[config.mk]
export PLATFORM = sky130hd
export DESIGN_NAME = ilc_cell
export DESIGN_NICKNAME = d
export VERILOG_FILES = /design/src/hdl/ilc_pkg.sv /design/src/hdl/ilc_cell.sv
export SDC_FILE = /design/constraint.sdc
export NUM_CORES = 1
export LEC_CHECK = 0
export BUFFER_PORTS_ARGS = -buffer_cell sky130_fd_sc_hd__buf_2
export CAP_MARGIN = 0
export CORE_ASPECT_RATIO = 0.6
export CORE_MARGIN = 5
export CORE_UTILIZATION = 46
export CTS_CLUSTER_DIAMETER = 120
export DETAILED_ROUTE_END_ITERATION = 8
export GPL_TIMING_DRIVEN = 0
export PLACE_DENSITY = 0.81
export SYNTH_ARGS = -nofsm -noshare
export SYNTH_HDL_FRONTEND = slang
export SYNTH_SLANG_ARGS = --single-unit
[constraint.sdc]
create_clock -name clk -period 3.5 [get_ports clk]
set_input_delay 0.35 -clock clk [delete_from_list [all_inputs] [get_ports clk]]
set_output_delay 0.35 -clock clk [all_outputs]
set_load 0.05 [all_outputs]
[src/hdl/ilc_pkg.sv]
// Package for the indexed list with cursor: sizes, operation and status codes,
// and the structs passed between the control and the cell row.
// No dependencies.
package ilc_pkg;

    localparam int CAPACITY = 16;
    localparam int DATA_W   = 32;
    localparam int IDX_W    = $clog2(CAPACITY);
    localparam int CNT_W    = $clog2(CAPACITY + 1);
    localparam int POS_W    = 6;
    // signed working width for resolving a position against the length
    localparam int RES_W    = ((CNT_W > POS_W) ? CNT_W : POS_W) + 1;

    localparam logic [CNT_W-1:0] CAP_COUNT = CNT_W'(CAPACITY);

    typedef enum logic [2:0] {
        KIND_INSERT    = 3'd0,
        KIND_REMOVE    = 3'd1,
        KIND_GET       = 3'd2,
        KIND_CURRENT   = 3'd3,
        KIND_PEEK_PREV = 3'd4,
        KIND_PEEK_NEXT = 3'd5,
        KIND_MOVE      = 3'd6,
        KIND_FIND      = 3'd7
    } kind_t;

    typedef enum logic [1:0] {
        DIR_FIRST = 2'd0,
        DIR_LAST  = 2'd1,
        DIR_NEXT  = 2'd2,
        DIR_PREV  = 2'd3
    } dir_t;

    typedef enum logic [2:0] {
        ST_OK       = 3'd0,
        ST_RANGE    = 3'd1,
        ST_EMPTY    = 3'd2,
        ST_FULL     = 3'd3,
        ST_NOTFOUND = 3'd4,
        ST_NONEIGH  = 3'd5
    } status_t;

    typedef enum logic [1:0] {
        CELL_HOLD   = 2'd0,
        CELL_INSERT = 2'd1,
        CELL_REMOVE = 2'd2
    } cell_op_t;

    // broadcast to every cell
    typedef struct packed {
        cell_op_t          op;
        logic [IDX_W-1:0]  index;
        logic [DATA_W-1:0] value;
    } cell_cmd_t;

    typedef struct packed {
        status_t           status;
        logic [DATA_W-1:0] data_out;
        logic [IDX_W-1:0]  index_out;
        logic [CNT_W-1:0]  length;
        logic [IDX_W-1:0]  cursor_index;
        logic              cursor_valid;
        logic              at_start;
        logic              at_end;
    } result_t;

endpackage

[src/hdl/ilc_cell.sv]
// One list slot: holds a word, shifts from its neighbors on insert/remove,
// and compares its word against the broadcast value. Depends on ilc_pkg.
module ilc_cell
    import ilc_pkg::*;
(
    input  logic              clk,
    input  logic [IDX_W-1:0]  slot,
    input  cell_cmd_t         cmd,
    input  logic [DATA_W-1:0] left_data,
    input  logic [DATA_W-1:0] right_data,
    output logic [DATA_W-1:0] data,
    output logic              match
);

    logic [DATA_W-1:0] entry_reg;
    logic [DATA_W-1:0] entry_next;

    always_comb
    begin
        entry_next = entry_reg;
        case (cmd.op)
            CELL_INSERT:
            begin
                if (slot > cmd.index)
                begin
                    entry_next = left_data;
                end
                else if (slot == cmd.index)
                begin
                    entry_next = cmd.value;
                end
            end
            CELL_REMOVE:
            begin
                if (slot >= cmd.index)
                begin
                    entry_next = right_data;
                end
            end
            default:
            begin
                entry_next = entry_reg;
            end
        endcase
    end

    always_ff @(posedge clk)
    begin
        entry_reg <= entry_next;
    end

    assign data  = entry_reg;
    assign match = (entry_reg == cmd.value);

endmodule

Yosys cells after proc, flatten, opt, wreduce, memory -nomap -nowiden
Index checks and enable logic that the tools add are counted.

cells by class
  magnitude comparators = 2
  equal/unequal tests = 6
  muxes and demuxes = 4
  reductions and logical operators = 2

operator list
  cell                number
  $mux 32             3
  $pmux 32 s2         1
  $eq 32x32->1        1
  $eq 4x4->1          1
  $ge 4x4->1          1
  $gt 4x4->1          1
  $ne 3x3->1 const B  1
  $reduce_and 3->1    1
  $eq 2x1->1 const B  1
  $eq 2x2->1 const B  1
  $ne 2x2->1 const B  1
  $reduce_bool 2->1   1

word-level totals
  register bits after elaboration = 32
  bits of input ports = 107
  output and inout port bits = 33

Logic depth before layout (Yosys ltp)
Gate-level depths: netlist (run 1).

  depth after elaboration = 4
  depth in mapped cells = 8

Least setup slack after synthesis (run 1)
No wires, ideal clock.

  path type = input-to-reg
  start = input port cmd[35] in the netlist's numbering
  end = register entry_reg[0], in the netlist data[0], enable pin
  setup time = 0.421 ns
  arrival = 2.592 ns
  data required time = 3.079 ns
  path slack = 0.487 ns
  cell stages on the path = 8
  cells stage by stage = inv_1 -> ha_1 -> nand4_1 -> buf_2 -> buf_2 -> o21ai_0 -> nor3_1 -> nor2_1

between the ends
  word-level cells in the longest chain between the ends = 3
  elaborated cells on any way between the ends = 6
  classes of those cells = 2 x order compare; 3 x eq/ne; 1 x reduce/logical

RTL lines
  item                                                       RTL line        source
  from (decl)                                                ilc_cell.sv:8   input cell_cmd_t cmd,
  $gt 4x4->1 (tied with other cells)                         ilc_cell.sv:24  if (slot > cmd.index)
  $ne 3x3->1 (no source line) or $ne 2x2->1 (tied branches)  n/a
  $reduce_and 3->1 (no source line) (*)                      n/a
  to (signal assigned)                                       ilc_cell.sv:49  entry_reg <= entry_next;
  to (decl)                                                  ilc_cell.sv:15  logic [DATA_W-1:0] entry_reg;

Every way passes the cells marked *; elsewhere a longest branch is shown, timed or not.
A chain may end at the register's enable or synchronous reset.

Worst setup path after layout (run 1)
  start = input port slot[3]
  end = register entry_reg[13], in the netlist data[13], enable pin

between the ends
  word-level cells in the longest chain between the ends = 3
  elaborated cells on any way between the ends = 6
  classes of those cells = 2 x order compare; 3 x eq/ne; 1 x reduce/logical

RTL lines
  item                                                       RTL line        source
  from (decl)                                                ilc_cell.sv:7   input logic [IDX_W-1:0] slot,
  $gt 4x4->1 (tied with other cells)                         ilc_cell.sv:24
  $ne 3x3->1 (no source line) or $ne 2x2->1 (tied branches)  n/a
  $reduce_and 3->1 (no source line) (*)                      n/a

Marked as above.

==> results of run 1 <==
## layer usage
layer	wire, microns	track usage (%)	part of all wire (%)	vias to the layer above
li1	-	-	-	1366
met4	66	5.88	0.70	0
met3	999	5.95	11	8
met2	4210	37.8	45	164
met5	0	0	0	-
met1	4140	34.6	44	1332
## logic make-up (layout without fill, tap and decap cells)
| kind of cell | after synthesis | in the layout | share of synthesized area, % |
|---|---|---|---|
| AOI/OAI and AO/OA | 67 | 67 | 22.7 |
| xor gates and xnor gates | 32 | 32 | 10.3 |
| adders and majority gates | 6 | 6 | 2.77 |
| buffers and inverters | 30 | 176 | 5.68 |
| DFF | 32 | 32 | 35.4 |
| and+or+nand+nor | 114 | 114 | 23.1 |
## power groups by stage
stage / sequential, W / combinational, W / clock, W
after global placement: 0.000578 / 0.000705 / 0
after global routing: 0.000580 / 0.000764 / 0.000292
after CTS: 0.000572 / 0.000717 / 0.000276
final: 0.000573 / 0.000716 / 0.000274
after detailed placement: 0.000579 / 0.000716 / 0
after floorplan: 0.000831 / 0.000233 / 0
## stage by stage
step | cells | setup WS, ns
after floorplan | 281 | 0.487
after global placement | 500 | -0.466
after detailed placement | 500 | 0.844
after CTS | 507 | 1.13
after global routing | 507 | 0.966
final | 507 | 1.14
## cell type report
type	instances	area, sq um
fillers	510	2060
multi-input cells	219	1600
flip-flops and latches	32	961
repair buffers	139	696
plain buffers	24	131
well taps	80	100
clock buffers	6	72.6
inverters	6	22.5
clock inverters	1	5.00
## cells in the final DEF, fill, tap and decap left out, types with 2 or more instances in the layout
master and count:
buf_2 148, nor2_1 34, and3b_1 32, nand2_1 32, o31ai_1 32, xor2_1 32, edfxtp_1 32, o221a_1 30
clkbuf_1 11, nor4_1 8, inv_1 6, ha_1 6, clkbuf_8 5, buf_6 4, nand4_1 3, o221a_2 2
## worst max-delay path by stage
stage                          end
after global routing      data[17]
after global placement    data[14]
after CTS                 data[17]
after detailed placement  data[17]
after floorplan            data[0]
final                     data[13]
==> summary.md, run 1 <==
| Metric | Value |
|---|---|
| Final antenna diode count | `0` |
| CP Cell Sequence | `buf_2, ha_1, nand4_1, buf_2, buf_2, o21ai_0, nor3_1, nor2_4` |
| Largest register FFs | `32` |
| Seq cells post-synth | `32` |
| Wire length of the first global-routing pass | `~15000 microns` |
| CTS Buffer Depth | `2` |
| Die area | `between 0.007 and 0.008 sq mm` |
| Net Sw Frac | `43.3%` |
| Final hold slack | `about 0.42 ns` |
| Period utilization | `between 60% and 70%` |
| Vias in the first global route | `about 3000` |
| DR WL/cell | `~19 microns` |
| Tot Pwr | `approximately 0.0016 W` |
| Internal | `between 0.0008 and 0.0009 W` |
| Crit path from | `slot[3]` |
| Max Slew Vio Count | `0` |
| Synth warnings | `0` |
| Hold Path Class | `in -> reg` |
| Fin. Hold Viols | `0` |
| Final nets | `540` |
| P_sw | `~0.00068 W` |
| Leak | `1.68 nW` |
| Initial core utilization | `between 40% and 50%` |
| Synth unique cells | `23` |
| Hold buffers post-CTS | `0` |
| Cell area after layout | `roughly 0.0036 sq mm` |
| Largest net degree at the start of global routing | `33` |
| Max-cap viol count | `0` |
| Std-Cell Rows | `21` |
| Final GP Congestion | `around 0.86` |
| Worst Setup Start Kind | `input port` |
| Vias per cell | `~5.7` |
| Dpl cell area | `~0.0035 sq mm` |
| Synth area leaders | `edfxtp_1, o221a_1, and3b_1` |
| Status | `complete, no violations` |
| Endpoints failing setup | `0` |
| Slew of the pin with the lowest slew margin | `~0.97 ns` |
| Main synth FF type | `edfxtp_1` |
| Core ar. | `0.00565 sq mm` |
| EDFF count, synth | `32` |
| Post-Route Setup TNS | `0 ns` |
| Worst path depth | `8` |
| CTS tree | `built` |
| Syn_nets | `approximately 390` |
| Crit path max-delay family | `simple AND/OR/NAND/NOR gates` |
| DRC | `0` |
| Post-DP HPWL | `~7400 microns` |
| Hold path start | `left_data[12]` |
| Cell taking the most area after synthesis | `edfxtp_1` |
| Io pins | `140` |
| Clock Power Share | `17.5%` |
| Top-count cell post-synth | `nor2_1` |
| Die Wd | `between 100 and 150 microns` |
| Worst path bufs/invs | `3` |
| Power per cell area | `about 440 mW/mm^2` |
| CP endpoint kind | `register` |
| Total wire length | `~9400 microns` |
| Clock slew at reported path FFs | `0.07 ns` |
| RSZ-0062 raised after global routing | `false` |
| Final min period | `~2.4 ns` |
| Grt total ovfl | `0` |
| GR Util All Layers | `~25%` |
| CP max FO | `32` |
| Antenna violations before repair | `0` |
| Drt pass-1 iters | `4` |
| Die height | `slightly below 70 microns` |
| H-tree Lvls | `2` |
| Part of the power in registers | `36.7%` |
| Worst path arrival time | `2.27 ns` |
| Mean post-synth cell area | `~9.6 sq um` |
| Max incr delay on CP | `about 0.76 ns` |
| Fmax | `~420 MHz` |
| Area Growth Syn to Fin | `32.5%` |
| Normalized max-slew margin | `35.4%` |
| CTS resizes | `0` |
| Number of post-CTS setup repair buffers | `0` |
| Hold Path Sink | `data[12]` |
| Critical path class | `in -> reg` |
| Share of layout cells above drive strength 1 | `a little under two fifths` |
| Clock Sink Count | `32` |
| Finished Core Util | `63.6%` |
| Port-buffer cells | `around 140` |
| Hold depth | `2` |
| Drt initial violations | `250` |
| VDD IR-drop max | `roughly 0.17 mV` |
| CTS Buf Count | `5` |
| Share of flip-flops with an asynchronous set or reset | `0%` |
| Register area share after synthesis | `a little over a third` |
| CTS Root Cell | `clkbuf_8` |
| Post-route ant nets | `0` |
| CP max-delay cell | `nor2_4` |
| DR vias | `roughly 2900` |
| Gate power share | `between 40% and 50%` |
| Post-synthesis cell area | `between 0.002 and 0.003 sq mm` |
| Synth top area share | `a little over a third` |
| Post-Syn Instances | `~280` |
| Worst EP required | `between 3 and 4 ns` |
| Most frequent CP cell | `buf_2` |
Power figures use the tool's default switching activity.
==> run 2, diff against run 1 <==
--- a/config.mk
+++ b/config.mk
@@ -5,6 +5,7 @@
 export SDC_FILE = /design/constraint.sdc
 export NUM_CORES = 1
 export LEC_CHECK = 0
+export ABC_AREA = 1
 export BUFFER_PORTS_ARGS = -buffer_cell sky130_fd_sc_hd__buf_2
 export CAP_MARGIN = 0
 export CORE_ASPECT_RATIO = 0.6
==> constraint.sdc (replaced) <==
create_clock -name clk -period 2.3 [get_ports clk]
set_input_delay 0.23 -clock clk [delete_from_list [all_inputs] [get_ports clk]]
set_output_delay 0.23 -clock clk [all_outputs]
set_load 0.05 [all_outputs]
==> run 2 against run 1 <==
  * Sequential share of layout area is 0.25 points lower
  * Sequential power is 52% higher
  * Non-clock buffer count is 6 lower
  * Sequential cell count stayed put
  * Hold slack worse by 0.20 ns
  * Core utilization is 0.60 points higher
  * Critical path type unchanged
  * Clock power is 50% higher
  * Worst setup slack worse by 0.97 ns
  * Via count is 9.2% higher
  * Largest power group unchanged
  * Die area is 0.36% higher
==> summary.md, run 2 <==
| Metric | Value |
|---|---|
| Status | `complete, no violations` |
| Final GP Congestion | `0.849 (-0.95%)` |
| Max-cap viol count | `0 (unchanged)` |
| Total wire length | `8380 microns (-11%)` |
| Register area share after synthesis | `35.3% (-0.15 points)` |
| GR Util All Layers | `22.2% (-2.4 points)` |
| RSZ-0062 raised after global routing | `false` |
| Post-synthesis cell area | `0.00272 sq mm (+0.42%)` |
| Largest net degree at the start of global routing | `17 (-48%)` |
| Die height | `69.6 microns (+0.17%)` |
| Busiest grt layer | `met2` |
| Clock slew at reported path FFs | `0.07 ns (about the same)` |
| Synth unique cells | `17 (-26%)` |
| Final hold slack | `0.215 ns (-0.204 ns)` |
| Most frequent CP cell | `buf_2` |
| Worst path arrival time | `2.04 ns (-0.23 ns)` |
| Pre-CTS setup slack | `-0.434 ns (-1.28 ns)` |
| Drt initial violations | `230 (-8.0%)` |
| CTS Root Cell | `clkbuf_8` |
| Share of layout cells above drive strength 1 | `27.4% (-10 points)` |
| Period utilization | `roughly 93%` |
| Top-count cell post-synth | `nand2_1` |
| Fill count | `528 (+3.5%)` |
| Max incr delay on CP | `0.44 ns (-0.32 ns)` |
| Share of flip-flops with an asynchronous set or reset | `0% (unchanged)` |
| Synth top area share | `35.3% (-0.15 points)` |
| Critical path class | `in -> reg` |
| Hold Path Class | `in -> reg` |
| Normalized max-slew margin | `67.7% (+32 points)` |
| Power per cell area | `660 mW/mm^2 (+52%)` |
| Final min period | `2.13 ns` |
| Commonest non-fill, non-tap cell in the layout | `nand2_1` |
| DR WL/cell | `12.4 microns (-33%)` |
| Post-DP HPWL | `6700 microns (-9.6%)` |
| GR Layer Usage met3 | `5.40% (-0.56 points)` |
| Finished Core Util | `64.2% (+0.60 points)` |
| DR vias | `3134 (+9.2%)` |
| Worst path bufs/invs | `4 (+1)` |
| Fin. Hold Viols | `0 (unchanged)` |
| Slew of the pin with the lowest slew margin | `0.485 ns (-0.483 ns)` |
| Drt pass-1 iters | `4 (unchanged)` |
| M1 GR Usage | `30.4% (-4.3 points)` |
| Clock Sink Count | `32 (unchanged)` |
| EDFF count, synth | `32 (unchanged)` |
| Final antenna diode count | `0 (unchanged)` |
| Hold buffers post-CTS | `0 (unchanged)` |
| CP Cell Sequence | `buf_2, ha_1, nand2_1, inv_2, nand3_2, buf_2, o21ai_0, o21bai_2, clkinvlp_4` |
| Mean post-synth cell area | `6.06 sq um (-37%)` |
| Met2 GRT Util | `35.5% (-2.3 points)` |
| Worst Slack Setup Final | `0.165 ns (-0.971 ns)` |
| Crit path max-delay family | `buffers and inverters` |
| CP max FO | `16 (-50%)` |
| H-tree Lvls | `2 (unchanged)` |
| Vias per cell | `4.62 (-18%)` |
| Io pins | `140 (unchanged)` |
| Synth area leaders | `edfxtp_1, nand2_1, inv_1` |
| Most frequent cells in the layout | `nand2_1, buf_2, inv_1, nand3_1, edfxtp_1` |
| CTS tree | `built` |
| CTS Buf Count | `5 (unchanged)` |
| Post-Syn Instances | `449 (+60%)` |
| Syn_nets | `562 (+43%)` |
| CTS Buffer Depth | `2 (unchanged)` |
| Worst Setup Start Kind | `input port` |
| Synth warnings | `0 (unchanged)` |
| Final nets | `711 (+32%)` |
| Grt total ovfl | `0 (unchanged)` |
| Main synth FF type | `edfxtp_1` |
| Largest register FFs | `32 (unchanged)` |
| Die area | `0.00761 sq mm (+0.36%)` |
| Initial core utilization | `48.2% (+0.20 points)` |
| Worst EP required | `2.21 ns (-1.19 ns)` |
| Seq cells post-synth | `32 (unchanged)` |
| Max Slew Vio Count | `0 (unchanged)` |
| VDD IR-drop max | `0.279 mV (+62%)` |
| Post-route ant nets | `0 (unchanged)` |
| Area Growth Syn to Fin | `33.2%` |
| Commonest cells post-synth | `nand2_1, inv_1, nand3_1` |
| Wire length of the first global-routing pass | `13700 microns (-6.9%)` |
| CP endpoint kind | `register` |
| Fmax | `~470 MHz` |
| Antenna violations before repair | `0 (unchanged)` |
| Leak | `2.28 nW (+36%)` |
| Port-buffer cells | `139 (unchanged)` |
| Vias in the first global route | `3128 (+4.7%)` |
| Cell taking the most area after synthesis | `edfxtp_1` |
| Endpoints failing setup | `0 (unchanged)` |
| Core ar. | `0.00565 sq mm (unchanged)` |
| CP max-delay cell | `clkinvlp_4` |
| Die Wd | `109 microns (+0.19%)` |
| DRC | `0 (unchanged)` |
| Std-Cell Rows | `21 (unchanged)` |
run 2: cell types whose count changed in the layout (fill, tap and decap cells not counted), moves of 3 or more:
cell / before / now
o221a_1: 30 / 0
clkbuf_1: 11 / 4
nor2_1: 34 / 21
xor2_1: 32 / 3
nand4_1: 3 / 0
nand2_1: 32 / 197
inv_1: 6 / 102
nor4_1: 8 / 0
and3b_1: 32 / 0
nand3_1: 0 / 64
o31ai_1: 32 / 0
run 2: kinds of logic (layout without fill, tap and decap cells):
family	after synthesis	in the layout	synth area share (%)
flops	32	32	35.3
compound gates	3	3	0.643
fa+ha+maj	6	6	2.76
simple gates	285	285	42.6
xor+xnor	3	3	0.965
buf+inv	120	269	17.7
run 2: power by group:
group | switching [W] | leakage (nW) | internal, W | total [W]
logic | 0.000789 | 1.94 | 0.000322 | 0.00111
registers | 0.0000810 | 0.307 | 0.000791 | 0.000872
clock network | 0.000206 | 0.0410 | 0.000206 | 0.000411
total | 0.00108 | 2.28 | 0.00132 | 0.00239
run 2: metal layers:
metal	routed length (microns)	share of wire, %	vias up
met3	885	11	8
met2	3720	44	132
met5	0	0	-
met4	85	1.0	0
met1	3700	44	1362
li1	-	-	1632
run 2: what timing repair did:
item	CTS	global route
endpoints found under the setup margin	32	0
setup buffers	2	0
resized for setup	3	0
run 2: layout make-up:
type | instances | area, sq um | area share (%)
multi-input cells | 297 | 1280 | 35.4
flip-flops and latches | 32 | 961 | 26.5
repair buffers | 141 | 711 | 19.6
inverters | 104 | 394 | 10.9
well taps | 80 | 100 | 2.76
plain buffers | 16 | 91.3 | 2.52
clock buffers | 6 | 72.6 | 2.00
repair inverters | 1 | 7.51 | 0.207
clock inverters | 1 | 5.00 | 0.138
run 2: final timing paths:
kind	cells after the start	end	startpoint
max	9	data[4]	slot[3]
min	3	data[26]	right_data[26]
run 2: stage by stage:
step           total power, W  instances  TNS (ns)  cell area (sq um)
6_report              0.00239        678         0               3630
5_1_grt               0.00256        678         0               3630
4_1_cts               0.00240        678         0               3630
3_5_place_dp          0.00198        668    -13.82               3520
3_3_place_gp          0.00196        668    -12.05               3520
2_1_floorplan         0.00166        449         0               2720
