### config.mk
export PLATFORM = sky130hd
export DESIGN_NAME = ilc_ctrl
export DESIGN_NICKNAME = d
export VERILOG_FILES = /design/src/hdl/ilc_pkg.sv /design/src/hdl/ilc_ctrl.sv
export SDC_FILE = /design/constraint.sdc
export NUM_CORES = 1
export LEC_CHECK = 0
export BUFFER_PORTS_ARGS = -buffer_cell sky130_fd_sc_hd__buf_4
export CAP_MARGIN = 40
export CORE_AREA = 2 2 258 260
export DETAILED_ROUTE_END_ITERATION = 16
export DIE_AREA = 0 0 260 262
export GPL_ROUTABILITY_DRIVEN = 0
export GPL_TIMING_DRIVEN = 0
export PLACE_DENSITY = 0.41
export RECOVER_POWER = 50
export SYNTH_ARGS = -nofsm -noshare
export SYNTH_HDL_FRONTEND = slang
export SYNTH_SLANG_ARGS = --single-unit
### constraint.sdc
create_clock -name clk -period 7.3 [get_ports clk]
set_clock_uncertainty 0.1 [all_clocks]
set_input_delay 0.365 -clock clk [delete_from_list [all_inputs] [get_ports clk]]
set_output_delay 0.365 -clock clk [all_outputs]
set_load 0.01 [all_outputs]
### src/hdl/ilc_pkg.sv
// Package for the indexed list with cursor: sizes, operation and status codes,
// and the structs passed between the control and the cell row.
// No dependencies.
package ilc_pkg;

    localparam int CAPACITY = 16;
    localparam int DATA_W   = 32;
    localparam int IDX_W    = $clog2(CAPACITY);
    localparam int CNT_W    = $clog2(CAPACITY + 1);
    localparam int POS_W    = 6;
    // signed working width for resolving a position against the length
    localparam int RES_W    = ((CNT_W > POS_W) ? CNT_W : POS_W) + 1;

    localparam logic [CNT_W-1:0] CAP_COUNT = CNT_W'(CAPACITY);

    typedef enum logic [2:0] {
        KIND_INSERT    = 3'd0,
        KIND_REMOVE    = 3'd1,
        KIND_GET       = 3'd2,
        KIND_CURRENT   = 3'd3,
        KIND_PEEK_PREV = 3'd4,
        KIND_PEEK_NEXT = 3'd5,
        KIND_MOVE      = 3'd6,
        KIND_FIND      = 3'd7
    } kind_t;

    typedef enum logic [1:0] {
        DIR_FIRST = 2'd0,
        DIR_LAST  = 2'd1,
        DIR_NEXT  = 2'd2,
        DIR_PREV  = 2'd3
    } dir_t;

    typedef enum logic [2:0] {
        ST_OK       = 3'd0,
        ST_RANGE    = 3'd1,
        ST_EMPTY    = 3'd2,
        ST_FULL     = 3'd3,
        ST_NOTFOUND = 3'd4,
        ST_NONEIGH  = 3'd5
    } status_t;

    typedef enum logic [1:0] {
        CELL_HOLD   = 2'd0,
        CELL_INSERT = 2'd1,
        CELL_REMOVE = 2'd2
    } cell_op_t;

    // broadcast to every cell
    typedef struct packed {
        cell_op_t          op;
        logic [IDX_W-1:0]  index;
        logic [DATA_W-1:0] value;
    } cell_cmd_t;

    typedef struct packed {
        status_t           status;
        logic [DATA_W-1:0] data_out;
        logic [IDX_W-1:0]  index_out;
        logic [CNT_W-1:0]  length;
        logic [IDX_W-1:0]  cursor_index;
        logic              cursor_valid;
        logic              at_start;
        logic              at_end;
    } result_t;

endpackage

### src/hdl/ilc_ctrl.sv
// Control of the indexed list: resolves positions, holds length and cursor,
// drives the cell row and forms the result word. Depends on ilc_pkg.
module ilc_ctrl
    import ilc_pkg::*;
(
    input  logic                    clk,
    input  logic                    rst_n,
    input  logic                    accept,
    input  logic [2:0]              kind,
    input  logic signed [POS_W-1:0] position,
    input  logic [DATA_W-1:0]       value,
    input  logic [1:0]              direction,
    input  logic [DATA_W-1:0]       entry_data [CAPACITY],
    input  logic [CAPACITY-1:0]     entry_match,
    output cell_cmd_t               cmd,
    output result_t                 result
);

    typedef struct packed {
        logic             bad;
        logic [IDX_W-1:0] index;
    } resolved_t;

    logic [CNT_W-1:0] count_reg, count_next;
    logic [IDX_W-1:0] cursor_reg, cursor_next;
    logic             cursor_set_reg, cursor_set_next;

    status_t          status;
    logic [IDX_W-1:0] index;
    logic             read_en;
    cell_op_t         op;
    logic [DATA_W-1:0] read_data;

    logic             cur_valid;
    logic [CNT_W-1:0] cursor_wide;
    logic [CNT_W-1:0] count_less;
    logic             find_hit;
    logic [IDX_W-1:0] find_index;
    logic             cv_after;
    logic [IDX_W-1:0] ci_after;

    // negative position counts from the end; out of range maps to slot 0
    function automatic resolved_t resolve(input logic signed [POS_W-1:0] p,
                                          input logic [CNT_W-1:0] limit);
        logic [RES_W-1:0] t;
        logic [RES_W-1:0] lim;
        resolved_t        r;
        lim = RES_W'(limit);
        t   = RES_W'(p) + (p[POS_W-1] ? lim : '0);
        r.bad   = t[RES_W-1] || (t >= lim);
        r.index = r.bad ? '0 : t[IDX_W-1:0];
        return r;
    endfunction

    assign cursor_wide = CNT_W'(cursor_reg);
    assign count_less  = count_reg - CNT_W'(1);
    assign cur_valid   = cursor_set_reg && (cursor_wide < count_reg);

    // lowest matching slot below the length
    always_comb
    begin
        find_hit   = 1'b0;
        find_index = '0;
        for (int i = CAPACITY - 1; i >= 0; i--)
        begin
            if (entry_match[i] && (CNT_W'(i) < count_reg))
            begin
                find_hit   = 1'b1;
                find_index = IDX_W'(i);
            end
        end
    end

    always_comb
    begin
        resolved_t r;
        r               = '0;
        status          = ST_OK;
        index           = '0;
        read_en         = 1'b0;
        op              = CELL_HOLD;
        count_next      = count_reg;
        cursor_next     = cursor_reg;
        cursor_set_next = cursor_set_reg;
        case (kind_t'(kind))
            KIND_INSERT:
            begin
                if (count_reg >= CAP_COUNT)
                begin
                    status = ST_FULL;
                end
                else
                begin
                    r               = resolve(position, count_reg + CNT_W'(1));
                    status          = r.bad ? ST_RANGE : ST_OK;
                    index           = r.index;
                    op              = CELL_INSERT;
                    count_next      = count_reg + CNT_W'(1);
                    cursor_next     = r.index;
                    cursor_set_next = 1'b1;
                end
            end
            KIND_REMOVE:
            begin
                if (count_reg == '0)
                begin
                    status = ST_EMPTY;
                end
                else
                begin
                    r          = resolve(position, count_reg);
                    status     = r.bad ? ST_RANGE : ST_OK;
                    index      = r.index;
                    read_en    = 1'b1;
                    op         = CELL_REMOVE;
                    count_next = count_less;
                    if (cursor_set_reg)
                    begin
                        if (cursor_reg == r.index)
                        begin
                            if (CNT_W'(r.index) < count_less)
                            begin
                                cursor_next = r.index;
                            end
                            else if (count_less != '0)
                            begin
                                cursor_next = IDX_W'(count_less - CNT_W'(1));
                            end
                            else
                            begin
                                cursor_next     = '0;
                                cursor_set_next = 1'b0;
                            end
                        end
                        else if (cursor_reg > r.index)
                        begin
                            cursor_next = cursor_reg - IDX_W'(1);
                        end
                    end
                end
            end
            KIND_GET:
            begin
                if (count_reg == '0)
                begin
                    status = ST_EMPTY;
                end
                else
                begin
                    r       = resolve(position, count_reg);
                    status  = r.bad ? ST_RANGE : ST_OK;
                    index   = r.index;
                    read_en = 1'b1;
                end
            end
            KIND_CURRENT:
            begin
                if (!cur_valid)
                begin
                    status = ST_EMPTY;
                end
                else
                begin
                    index   = cursor_reg;
                    read_en = 1'b1;
                end
            end
            KIND_PEEK_PREV:
            begin
                if (!cur_valid)
                begin
                    status = ST_EMPTY;
                end
                else if (cursor_reg == '0)
                begin
                    status = ST_NONEIGH;
                end
                else
                begin
                    index   = cursor_reg - IDX_W'(1);
                    read_en = 1'b1;
                end
            end
            KIND_PEEK_NEXT:
            begin
                if (!cur_valid)
                begin
                    status = ST_EMPTY;
                end
                else if (cursor_wide + CNT_W'(1) >= count_reg)
                begin
                    status = ST_NONEIGH;
                end
                else
                begin
                    index   = cursor_reg + IDX_W'(1);
                    read_en = 1'b1;
                end
            end
            KIND_MOVE:
            begin
                if ((count_reg == '0) || (direction[1] && !cur_valid))
                begin
                    status = ST_EMPTY;
                end
                else
                begin
                    case (dir_t'(direction))
                        DIR_FIRST:
                        begin
                            index = '0;
                        end
                        DIR_LAST:
                        begin
                            index = IDX_W'(count_less);
                        end
                        DIR_NEXT:
                        begin
                            if (cursor_wide + CNT_W'(1) >= count_reg)
                            begin
                                status = ST_NONEIGH;
                            end
                            else
                            begin
                                index = cursor_reg + IDX_W'(1);
                            end
                        end
                        default:
                        begin
                            if (cursor_reg == '0)
                            begin
                                status = ST_NONEIGH;
                            end
                            else
                            begin
                                index = cursor_reg - IDX_W'(1);
                            end
                        end
                    endcase
                    if (status == ST_OK)
                    begin
                        cursor_next     = index;
                        cursor_set_next = 1'b1;
                    end
                end
            end
            default:
            begin
                status = find_hit ? ST_OK : ST_NOTFOUND;
                index  = find_index;
            end
        endcase
    end

    assign read_data = read_en ? entry_data[index] : '0;

    always_comb
    begin
        cmd.op    = accept ? op : CELL_HOLD;
        cmd.index = index;
        cmd.value = value;
    end

    assign cv_after = cursor_set_next && (CNT_W'(cursor_next) < count_next);
    assign ci_after = cv_after ? cursor_next : '0;

    always_comb
    begin
        result.status       = status;
        result.data_out     = read_data;
        result.index_out    = index;
        result.length       = count_next;
        result.cursor_index = ci_after;
        result.cursor_valid = cv_after;
        result.at_start     = cv_after && (ci_after == '0);
        result.at_end       = cv_after && (CNT_W'(ci_after) + CNT_W'(1) == count_next);
    end

    always_ff @(posedge clk or negedge rst_n)
    begin
        if (!rst_n)
        begin
            count_reg      <= '0;
            cursor_reg     <= '0;
            cursor_set_reg <= 1'b0;
        end
        else if (accept)
        begin
            count_reg      <= count_next;
            cursor_reg     <= cursor_next;
            cursor_set_reg <= cursor_set_next;
        end
    end

endmodule

Word-level counts from Yosys, hierarchy flattened
Index checks and enable logic that the tools add are counted.
- memory bits (read-only): 0
- memories kept: 0
- logic and storage cells: 181
- bits in registers: 10
- bits in writable memories: 0
- output and inout port bits: 89
- input port bits: 574
- latch bits: 0
- add/subtract/negate cells: 9
- multipliers: 0
- reduce and logical (&&, ||, !) cells: 34
- muxes and demuxes: 99
- bitwise logic cells: 1
- $lt $le $gt $ge: 25
- shift-type cells: 0
- div/mod/pow operators: 0
- equal/unequal tests: 10
- operators with widths (kind ; number):
    4-bit 2-to-1 mux ; 36
    32-bit binary-select mux with 4-bit select ; 1
    32-bit 2-to-1 mux ; 3
    4-bit by 5-bit less-than comparator with 1-bit output, first input constant ; 8
    1-bit 2-to-1 mux ; 33
    3-bit 2-to-1 mux ; 8
    4-bit one-hot mux with 3 select lines ; 2
    4-bit one-hot mux with 6 select lines ; 1
    1-bit logical AND ; 21
    3-bit by 5-bit less-than comparator with 1-bit output, first input constant ; 4
    5-bit 2-to-1 mux ; 4
    3-bit one-hot mux with 6 select lines ; 1
    4-bit by 5-bit less-than comparator with 1-bit output ; 3
    6-bit by 6-bit adder with 7-bit output ; 2
    7-bit by 5-bit >= comparator with 1-bit output ; 2
    4-bit by 1-bit adder with 5-bit output, second input constant ; 2
    5-bit >= comparator, second input constant ; 2
    1-bit by 5-bit less-than comparator with 1-bit output, first input constant ; 2
    2-bit by 5-bit less-than comparator with 1-bit output, first input constant ; 2
    2-bit 2-to-1 mux ; 5
    5-bit one-hot mux with 2 select lines ; 1
    3-bit == test, second input constant ; 3
    4-bit zero test ; 2
    4-bit by 1-bit subtractor with 4-bit output, second input constant ; 2
    other kinds (23) ; 28

Depth between registers and ports, before layout
Gate-level depths: netlist of run 1.
- word-level depth: 24
- depth in mapped cells: 34

Worst setup path before layout of run 1
No wires, ideal clock.
- kind: reg-to-output
- from: reg count_reg[0]
- to: out result[0] (netlist name)
- stages on the path, launching flop included: 33
- data required time: 6.835 ns
- setup slack: 0.630 ns
- data arrival time: 6.205 ns
- buffers on the path: 2
- cell sequence: dfrtp_1 -> buf_2 -> inv_1 -> nor2_1 -> ha_1 -> inv_1 -> fa_1 -> xor2_1 -> inv_1 -> ha_1 -> o21ai_0 -> o21ai_0 -> o211ai_1 -> nand4_1 -> inv_1 -> ha_1 -> nor3_1 -> o21bai_1 -> and2_1 -> clkbuf_1 -> a32oi_1 -> o21ai_0 -> a221oi_1 -> inv_1 -> ha_1 -> inv_1 -> o31a_2 -> nor2b_1 -> ha_1 -> nor4_1 -> a211o_1 -> a31oi_1 -> nor3b_1
- RTL lines (element ; line ; RTL):
    start, declared ; ilc_ctrl.sv:24 ; logic [CNT_W-1:0] count_reg, count_next;
    start signal, assigned ; ilc_ctrl.sv:289 ; count_reg <= count_next;
    end, declared ; ilc_ctrl.sv:16 ; output result_t result

==> results of run 1 <==
cell usage after synthesis (all sizes together), types with 5 or more instances:
library cell | n | area [µm²]
nand2 | 301 | 1130
mux2i | 117 | 1170
a21oi | 114 | 571
buf | 97 | 641
nor2 | 90 | 345
ha | 52 | 651
inv | 42 | 158
clkbuf | 41 | 155
o21ai | 36 | 180
a2111oi | 32 | 305
a32oi | 32 | 280
o22ai | 32 | 200
a221o | 31 | 310
nand3 | 25 | 150
and4 | 17 | 149
nor3 | 15 | 80.1
xnor2 | 15 | 131
nand2b | 14 | 87.6
nor2b | 14 | 87.6
and2 | 11 | 68.8
nor3b | 11 | 82.6
a211oi | 10 | 75.1
dfrtp | 10 | 250
a311oi | 9 | 78.8
a41oi | 9 | 78.8
o21a | 9 | 67.6
nand4 | 8 | 50.1
a21o | 7 | 52.6
a2bb2oi | 7 | 61.3
and3 | 7 | 43.8
o2bb2ai | 7 | 61.3
o211ai | 6 | 45.0
xor2 | 6 | 52.6
a221oi | 5 | 43.8
a31oi | 5 | 31.3
nor4 | 5 | 37.5
or2 | 5 | 31.3
how the worst max path moves through the flow:
stage	from	slack, ns	endpoint	cells after the start
after global routing	count_reg[0]	-0.11	result[0]	33
after global placement	count_reg[2]	-0.80	result[0]	31
after floorplan	count_reg[0]	0.63	result[0]	32
after detailed placement	count_reg[2]	-0.83	result[0]	31
final	cursor_reg[0]	0.11	result[0]	22
after CTS	count_reg[0]	0.002	result[47]	25
metal layers:
layer  track usage, %  vias to the layer above  wire, µm
li1                 -                     6122         -
met1             25.7                     6322     31800
met2             37.5                      578     38600
met3             3.31                       72      4900
met4             5.46                        6      1930
met5                0                        -        36
timing repair:
item	4_1_cts	5_1_grt
hold buffers	1	0
endpoints found under the hold margin	10	0
gates cloned	0	0
buffers inserted	9	12
setup endpoints to repair	39	32
gates resized for setup	51	50
pin swaps	6	7
layout make-up:
type | count | area (µm²) | area share (%)
diodes | 11 | 27.5 | 0.185
plain buffers | 137 | 846 | 5.70
clock buffers | 3 | 75.1 | 0.506
inverters | 43 | 175 | 1.18
multi-input cells | 1110 | 7490 | 50.5
flip-flops and latches | 10 | 253 | 1.70
well taps | 864 | 1080 | 7.29
repair buffers | 666 | 4890 | 32.9
worst max-delay path: cells and delay by family, from the launching register on:
| kind | cells | cell delay [ns] |
|---|---|---|
| AND/OR/NAND/NOR | 6 | 1.48 |
| buffers and inverters | 3 | 0.85 |
| adder cells (fa/ha/maj) | 5 | 1.65 |
| flip-flops | 1 | 0.43 |
| AO/OA/AOI/OAI | 8 | 2.08 |
power by group:
group          switching [mW]  leakage (nW)  internal (mW)
combinational            2.72          6.81           1.64
clock                  0.0246        0.0370         0.0709
sequential             0.0315         0.110         0.0702
total                    2.77          6.96           1.78
through the flow:
step	utilization (%)	TNS (ns)	instances
after floorplan	-	0	1301
after global placement	21.9	-10.23	2794
final	22.7	0	2844
after global routing	22.7	-0.107	2843
after detailed placement	22.1	-6.88	2809
after CTS	22.6	0	2821
kinds of logic (layout without fill, tap and decap cells):
kind of cell               after synthesis  after routing  synth area share [%]
other                                    0             11                     0
adders and majority gates               55             55                  8.28
and+or+nand+nor                        533            533                  28.9
buffers and inverters                  181            849                  11.3
AOI/OAI and AO/OA                      382            382                  32.2
muxes                                  119            119                  14.2
DFF                                     10             10                  2.96
xor gates and xnor gates                21             21                  2.17
==> impl_metrics.py, run 1 <==
metrics = {
    "global_route": {
        "gr-total-overflow": 0,
        "gr-usage-all-layers_pct": 20.9,
        "grt_pass1_vias": 12995,
        "antenna_found_initial": 20,
        "grt_max_degree": 12,
        "grt_pass1_wl_um": 100000,
    },
    "finish": {
        "design_area_um2": 14800,
        "final_common_cell": "buf_4",
        "syn_to_final_growth_pct": 75.3,
        "largest_register_ffs": 5,
        "nFillCells": 7437,
        "final_cell_mix": "670 x buf_4, 300 x nand2_1, 113 x a21oi_1, 113 x mux2i_1, 82 x nor2_1",
        "drive_above_1_share_pct": 40.5,
        "layout.nets": 2599,
    },
    "sta": {
        "whs_ns": 0.304,
        "hold_violations": 0,
        "setup_ws_ns": 0.105,
        "worst_pin_slew_ns": 1.11,
        "max_clock_freq_ghz": 0.139,
        "finalSetupViolCount": 0,
        "period_needed_ns": 7.19,
        "drv_slew": 0,
        "slew_headroom_pct": 24.9,
        "rsz0062_at_grt": "yes",
        "final.period_utilization_pct": 98.6,
    },
    "yosys": {
        "syn_inst": 1301,
        "async_reset_ff_share_pct": 100,
        "yosys_most_used_dff": "dfrtp_1",
        "yosysSeqAreaShare_pct": 2.96,
        "synth_cell_types": 83,
        "synth.cell_area_um2": 8460,
        "synth_edf_count": 0,
        "yosys_warnings": 0,
        "syn_nets": 1929,
        "ys_seq_elements": 10,
        "avgSynthCellArea_um2": 6.51,
    },
    "worst_setup_path": {
        "reg2reg_to": "cursor_reg[1]",
        "timing.critical_path.slowest_stage_cell": "o31ai_1",
        "critPathKind": "reg -> out",
        "cp-start-kind": "register",
        "reg2reg_from": "cursor_reg[0]",
        "ff2ff_setup_slack_ns": 2.35,
        "cp-end-kind": "primary output",
        "crit_path_frequent_cell": "ha_1",
        "slowest_delay_ns": 0.65,
        "critPathArrivalTime_ns": 6.73,
        "cp_cell_sequence": "clkbuf_1 -> inv_1 -> ha_1 -> ha_1 -> a21boi_0 -> nor4_1 -> nor2_1 -> o31ai_1 -> a32oi_1 -> a21oi_1 -> nand2_2 -> ha_1 -> o2bb2ai_1 -> maj3_1 -> o31a_4 -> and2_1 -> ha_2 -> nor3_1 -> a211o_1 -> a31oi_1 -> nor3b_1 -> buf_4",
        "reg2regPathDepth": 15,
        "crit_fanout": 9,
        "required_ns": 6.84,
    },
    "drt": {
        "vias": 13100,
        "antenna_left": 0,
        "viasPerCell": 4.61,
        "drcViolationCount": 0,
        "drtIter0Drc": 893,
        "dr.pass1.iters": 5,
        "avgRoutedWirePerCell_um": 27.2,
        "totalWireLength_um": 77200,
    },
    "clocking": {
        "cts.sinks": 10,
        "numCtsBuffers": 3,
        "cts_tree": "built",
        "cts-root-buf": "clkbuf_16",
        "clk_latency_ns": 0.24,
        "cts_htree_levels": 1,
        "clock_path_buffers": 2,
        "clk_pin_slew_ns": 0.04,
    },
    "floorplan": {
        "coreArea_um2": 65300,
        "dieHeight_um": 262,
        "dieArea_um2": 68100,
        "die_x_um": 260,
        "start_util_pct": 13.0,
        "ios": 663,
        "fp-row-count": 94,
    },
    "power_and_ir_drop": {
        "peakVddDrop_mv": 0.135,
        "power_mw": 4.55,
        "p_leak_nw": 6.96,
        "power_density_nw_per_um2": 307,
    },
    "place": {
        "dp_slack_ns": -0.826,
        "postPlaceCellArea_um2": 14400,
        "hpwlAfterDp_um": 67300,
        "portBuffers": 629,
    },
    "hold_path": {
        "hp-class": "in -> reg",
        "hold-path-cell-count": 2,
        "min-delay-start": "accept",
        "hold_end": "cursor_set_reg",
    },
    "status": {
        "status": "finished, final reports clean",
    },
    "run": {
        "cap_viol_max_count": 0,
    },
}
No activity file was read; power rests on OpenSTA's default activity.
==> run 2, diff against run 1 <==
==> constraint.sdc (replaced) <==
create_clock -name clk -period 8.9 [get_ports clk]
set_clock_uncertainty 0.1 [all_clocks]
set_input_delay 0.445 -clock clk [delete_from_list [all_inputs] [get_ports clk]]
set_output_delay 0.445 -clock clk [all_outputs]
set_load 0.01 [all_outputs]
==> impl_metrics.py, run 2 (synthesis results as in run 1) <==
metrics = {
    "drt": {
        "viasPerCell": 4.63,
        "totalWireLength_um": 76900,
        "vias": 13079,
        "avgRoutedWirePerCell_um": 27.2,
        "drtIter0Drc": 888,
        "antenna_left": 0,
        "drcViolationCount": 0,
        "dr.pass1.iters": 5,
    },
    "place": {
        "hpwlAfterDp_um": 67300,
        "postPlaceCellArea_um2": 14400,
        "portBuffers": 629,
        "dpl.cell_count": 2809,
    },
    "global_route": {
        "use_met1_pct": 25.5,
        "grt_pass1_wl_um": 100000,
        "gr-usage-all-layers_pct": 20.8,
        "gr-total-overflow": 0,
        "grt_pass1_vias": 12933,
        "grtUsageMet3_pct": 3.40,
        "grt_max_degree": 12,
        "top_usage_layer": "met2",
        "grt_util_met2_pct": 37.5,
        "antenna_found_initial": 21,
    },
    "sta": {
        "final.period_utilization_pct": 92.7,
        "period_needed_ns": 8.25,
        "max_clock_freq_ghz": 0.121,
        "hold_violations": 0,
        "finalSetupViolCount": 0,
        "rsz0062_at_grt": "no",
        "slew_headroom_pct": 28.5,
        "worst_pin_slew_ns": 1.06,
        "drv_slew": 0,
        "tns_ns": 0,
    },
    "clocking": {
        "clock_path_buffers": 2,
        "cts-root-buf": "clkbuf_16",
        "cts_htree_levels": 1,
        "numCtsBuffers": 3,
        "cts.sinks": 10,
        "cts_tree": "built",
        "clk_pin_slew_ns": 0.04,
        "clk_latency_ns": 0.24,
        "postCtsSetupRepairBufs": 0,
    },
    "floorplan": {
        "dieArea_um2": 68100,
        "die_x_um": 260,
        "dieHeight_um": 262,
        "fp-row-count": 94,
        "ios": 663,
        "start_util_pct": 13.0,
        "coreArea_um2": 65300,
    },
    "power_and_ir_drop": {
        "peakVddDrop_mv": 0.101,
        "p_leak_nw": 6.77,
        "power_density_nw_per_um2": 248,
    },
    "finish": {
        "final_util_pct": 22.0,
        "final_cell_mix": "641 x buf_4, 301 x nand2_1, 117 x mux2i_1",
        "instances_no_fill": 2825,
        "nFillCells": 7474,
        "multi_input_area_um2": 7250,
        "design_area_um2": 14400,
        "final_common_cell": "buf_4",
        "layout.nets": 2579,
        "syn_to_final_growth_pct": 69.6,
        "register_area_um2": 250,
        "drive_above_1_share_pct": 36.7,
        "largest_register_ffs": 5,
    },
    "worst_setup_path": {
        "ff2ff_setup_slack_ns": 3.23,
        "timing.critical_path.slowest_stage_cell": "a221oi_2",
        "slowest_delay_ns": 0.64,
        "crit_fanout": 10,
        "critPathArrivalTime_ns": 7.70,
        "required_ns": 8.36,
        "cp-start-kind": "register",
        "critPathKind": "reg -> out",
        "cp-end-kind": "primary output",
        "crit_path_frequent_cell": "ha_1",
        "reg2reg_to": "cursor_reg[3]",
        "reg2reg_from": "count_reg[2]",
        "reg2regPathDepth": 21,
    },
    "hold_path": {
        "hold_end": "cursor_set_reg",
        "min-delay-start": "accept",
        "hold-path-cell-count": 2,
        "hp-class": "in -> reg",
    },
    "run": {
        "cap_viol_max_count": 0,
    },
    "status": {
        "status": "finished, final reports clean",
    },
}
[run 2: changes by cell type in the layout (fill, tap and decap cells not counted), moves of 6 or more]
cell / before / now
a2111oi_2: 7 / 1
clkbuf_1: 65 / 80
buf_2: 27 / 34
a2111oi_0: 20 / 30
buf_1: 6 / 12
buf_4: 670 / 641
clkbuf_2: 14 / 1
[run 2: worst max-delay path by stage]
stage / start / endpoint / slack [ns]
2_1_floorplan: count_reg[0] / result[0] / 2.15
3_3_place_gp: count_reg[2] / result[0] / 0.72
3_5_place_dp: count_reg[2] / result[0] / 0.69
4_1_cts: count_reg[2] / result[0] / 0.38
5_1_grt: count_reg[4] / result[0] / 0.15
6_report: count_reg[2] / result[0] / 0.65
[run 2: worst max-delay path: cells and delay by family (launching register included)]
kind / cells / cell delay [ns]
AO/OA/AOI/OAI: 10 / 2.47
AND/OR/NAND/NOR: 8 / 1.68
buffers and inverters: 7 / 1.31
adder cells (fa/ha/maj): 5 / 1.27
flip-flops: 1 / 0.58
XOR/XNOR: 1 / 0.15
[run 2: layout make-up]
cell class	count	area share [%]
Clock buffer	3	0.523
Inverter	43	1.12
Antenna cell	12	0.209
Buffer	138	5.53
Multi-Input combinational cell	1110	50.5
Tap cell	864	7.53
Timing Repair Buffer	645	32.9
Sequential cell	10	1.74
[run 2: power by group]
group / leakage [nW] / internal, mW / switching, mW
Combinational: 6.62 / 1.24 / 2.16
Sequential: 0.111 / 0.0571 / 0.0263
Clock: 0.0370 / 0.0582 / 0.0205
[run 2: repair_timing]
action,CTS,global route
endpoints found under the setup margin,0,1
gates resized for setup,0,1
hold buffers,1,0
hold endpoints to repair,10,0
[run 2: per-layer routing]
| metal | up-vias | wire [µm] |
|---|---|---|
| li1 | 6075 | - |
| met1 | 6314 | 31300 |
| met2 | 607 | 38600 |
| met3 | 75 | 5130 |
| met4 | 8 | 1740 |
| met5 | - | 49 |
[run 2: stage by stage]
stage / hold WS (ns) / worst slack [ns] / power [mW]
floorplan: 0.0494 / 2.15 / 1.87
global placement: 0.184 / 0.720 / 3.48
detailed placement: 0.185 / 0.694 / 3.54
CTS: 0.382 / 0.382 / 3.63
global route: 0.411 / 0.145 / 3.84
finish: 0.383 / 0.650 / 3.56
==> run 3, diff against run 2 <==
==> constraint.sdc (replaced) <==
create_clock -name clk -period 8.9 [get_ports clk]
set_clock_uncertainty 0.1 [all_clocks]
set_input_delay 1.78 -clock clk [delete_from_list [all_inputs] [get_ports clk]]
set_output_delay 1.78 -clock clk [all_outputs]
set_load 0.01 [all_outputs]
==> impl_metrics.py, run 3 (synthesis results as in run 1) <==
metrics = {
    "status": {
        "status": "finished with violations",
        "violations": "setup timing",
    },
    "finish": {
        "design_area_um2": 15600,
        "layout.nets": 2619,
        "nFillCells": 7374,
        "drive_above_1_share_pct": 44.5,
        "largest_register_ffs": 5,
        "syn_to_final_growth_pct": 84.4,
        "instances_no_fill": 2863,
        "final_cell_mix": "687 x buf_4, 299 x nand2_1, 109 x a21oi_1, 109 x mux2i_1, 76 x nor2_1",
        "register_area_um2": 250,
        "final_common_cell": "buf_4",
        "multi_input_area_um2": 7990,
    },
    "worst_setup_path": {
        "slowest_delay_ns": 0.38,
        "critPathKind": "in -> out",
        "cp-start-kind": "input pin",
        "crit_path_frequent_cell": "buf_4",
        "critPathCapture": "result[0]",
        "reg2reg_to": "cursor_reg[1]",
        "reg2regPathDepth": 31,
        "startpoint": "position[5]",
        "critPathArrivalTime_ns": 7.37,
        "crit_fanout": 4,
        "required_ns": 7.02,
        "ff2ff_setup_slack_ns": 2.96,
        "timing.critical_path.slowest_stage_cell": "fa_2",
        "reg2reg_from": "count_reg[2]",
        "cp-end-kind": "primary output",
    },
    "sta": {
        "final.period_utilization_pct": 104,
        "period_needed_ns": 9.25,
        "slew_headroom_pct": 35.2,
        "drv_slew": 0,
        "setup_ws_ns": -0.350,
        "hold_violations": 0,
        "finalSetupViolCount": 1,
        "max_clock_freq_ghz": 0.108,
        "worst_pin_slew_ns": 0.972,
        "rsz0062_at_grt": "yes",
    },
    "hold_path": {
        "hp-class": "reg -> reg",
    },
    "drt": {
        "dr.pass1.iters": 5,
        "vias": 13126,
        "viasPerCell": 4.58,
        "antenna_left": 0,
        "drtIter0Drc": 909,
        "avgRoutedWirePerCell_um": 27.3,
        "drcViolationCount": 0,
        "totalWireLength_um": 78100,
    },
    "place": {
        "postPlaceCellArea_um2": 14400,
        "dpl.cell_count": 2805,
        "portBuffers": 629,
        "hpwlAfterDp_um": 67500,
    },
    "power_and_ir_drop": {
        "p_seq_share_pct": 2.2,
        "p_switching_mw": 2.41,
        "power_density_nw_per_um2": 260,
        "combPwrFrac_pct": 95.7,
        "peakVddDrop_mv": 0.124,
        "p_leak_nw": 7.23,
        "power.internal_mw": 1.65,
        "switching_share_pct": 59.3,
        "pwr-share-clk_pct": 2.2,
    },
    "floorplan": {
        "fp-row-count": 94,
        "start_util_pct": 13.0,
        "coreArea_um2": 65300,
        "die_x_um": 260,
        "dieArea_um2": 68100,
        "dieHeight_um": 262,
        "ios": 663,
    },
    "clocking": {
        "cts.sinks": 10,
        "clock_path_buffers": 2,
        "cts-root-buf": "clkbuf_16",
        "postCtsHoldBufs": 0,
        "cts_tree": "built",
        "clk_latency_ns": 0.23,
        "cts_htree_levels": 1,
        "clk_pin_slew_ns": 0.04,
        "numCtsBuffers": 3,
    },
    "global_route": {
        "grt_max_degree": 12,
        "grt_pass1_vias": 13026,
        "grt_pass1_wl_um": 101000,
        "antenna_found_initial": 18,
        "gr-total-overflow": 0,
        "gr-usage-all-layers_pct": 21.1,
    },
    "run": {
        "cap_viol_max_count": 0,
    },
}
-- run 3: changes by cell type in the layout (fill, tap and decap cells not counted), moves of 9 or more --
| cell | previous run | this run |
|---|---|---|
| o22ai_1 | 32 | 23 |
| a32oi_1 | 32 | 22 |
| a2111oi_0 | 30 | 14 |
| buf_2 | 34 | 24 |
| buf_6 | 11 | 20 |
| clkbuf_1 | 80 | 62 |
| clkbuf_2 | 1 | 14 |
| nor2_1 | 87 | 76 |
| buf_4 | 641 | 687 |
| buf_1 | 12 | 2 |
-- run 3: area by class of cell --
type                            count  share of cell area (%)
Antenna cell                        9                   0.144
Buffer                            137                    5.95
Sequential cell                    10                    1.60
Tap cell                          864                    6.93
Timing Repair Buffer              686                    32.5
Clock buffer                        4                   0.569
Inverter                           43                    1.08
Multi-Input combinational cell   1110                    51.2
-- run 3: worst min-delay path by stage --
| stage | start | end | slack, ns | depth (start not counted) |
|---|---|---|---|---|
| after floorplan | cursor_set_reg | cursor_set_reg | 0.51 | 2 |
| after global placement | cursor_set_reg | cursor_set_reg | 0.57 | 2 |
| after detailed placement | cursor_set_reg | cursor_set_reg | 0.57 | 2 |
| after CTS | cursor_set_reg | cursor_set_reg | 0.59 | 2 |
| after global routing | cursor_set_reg | cursor_set_reg | 0.63 | 2 |
| final | cursor_set_reg | cursor_set_reg | 0.59 | 2 |
-- run 3: worst max-delay path, delay by kind of cell --
kind,cells,cell delay [ns]
buf+inv,15,1.61
fa+ha+maj,5,1.22
mux,1,0.18
xor+xnor,1,0.17
compound gates,8,1.20
simple gates,10,1.20
-- run 3: what timing repair did --
| item | CTS | global route |
|---|---|---|
| setup buffers | 36 | 10 |
| pin swaps | 37 | 39 |
| endpoints found under the setup margin | 39 | 36 |
| gates resized for setup | 144 | 56 |
-- run 3: power by group through the flow --
stage	combinational (mW)	sequential (mW)	clock, mW
after floorplan	1.81	0.0711	0
after global placement	3.42	0.0843	0
after detailed placement	3.48	0.0832	0
after CTS	3.80	0.0829	0.0893
after global routing	4.13	0.0886	0.0907
final	3.88	0.0878	0.0883
-- run 3: per-stage QoR --
step                      TNS (ns)  power, mW  hold slack [ns]  setup WS (ns)  util, %
after floorplan                  0       1.88            0.509        0.00698        -
after global placement      -31.28       3.50            0.569          -1.70     21.9
after detailed placement    -26.15       3.57            0.572          -1.18     22.1
after CTS                   -0.293       3.97            0.586         -0.293     23.6
after global routing        -0.720       4.31            0.635         -0.543     23.9
final                       -0.350       4.06            0.593         -0.350     23.9
-- run 3: metal layers --
layer	vias to the layer above	part of all wire, %	track usage [%]
met3	68	6.3	3.67
met1	6340	41	25.6
met4	10	3.1	6.32
met2	538	50	37.8
met5	-	0.086	0
li1	6170	-	-
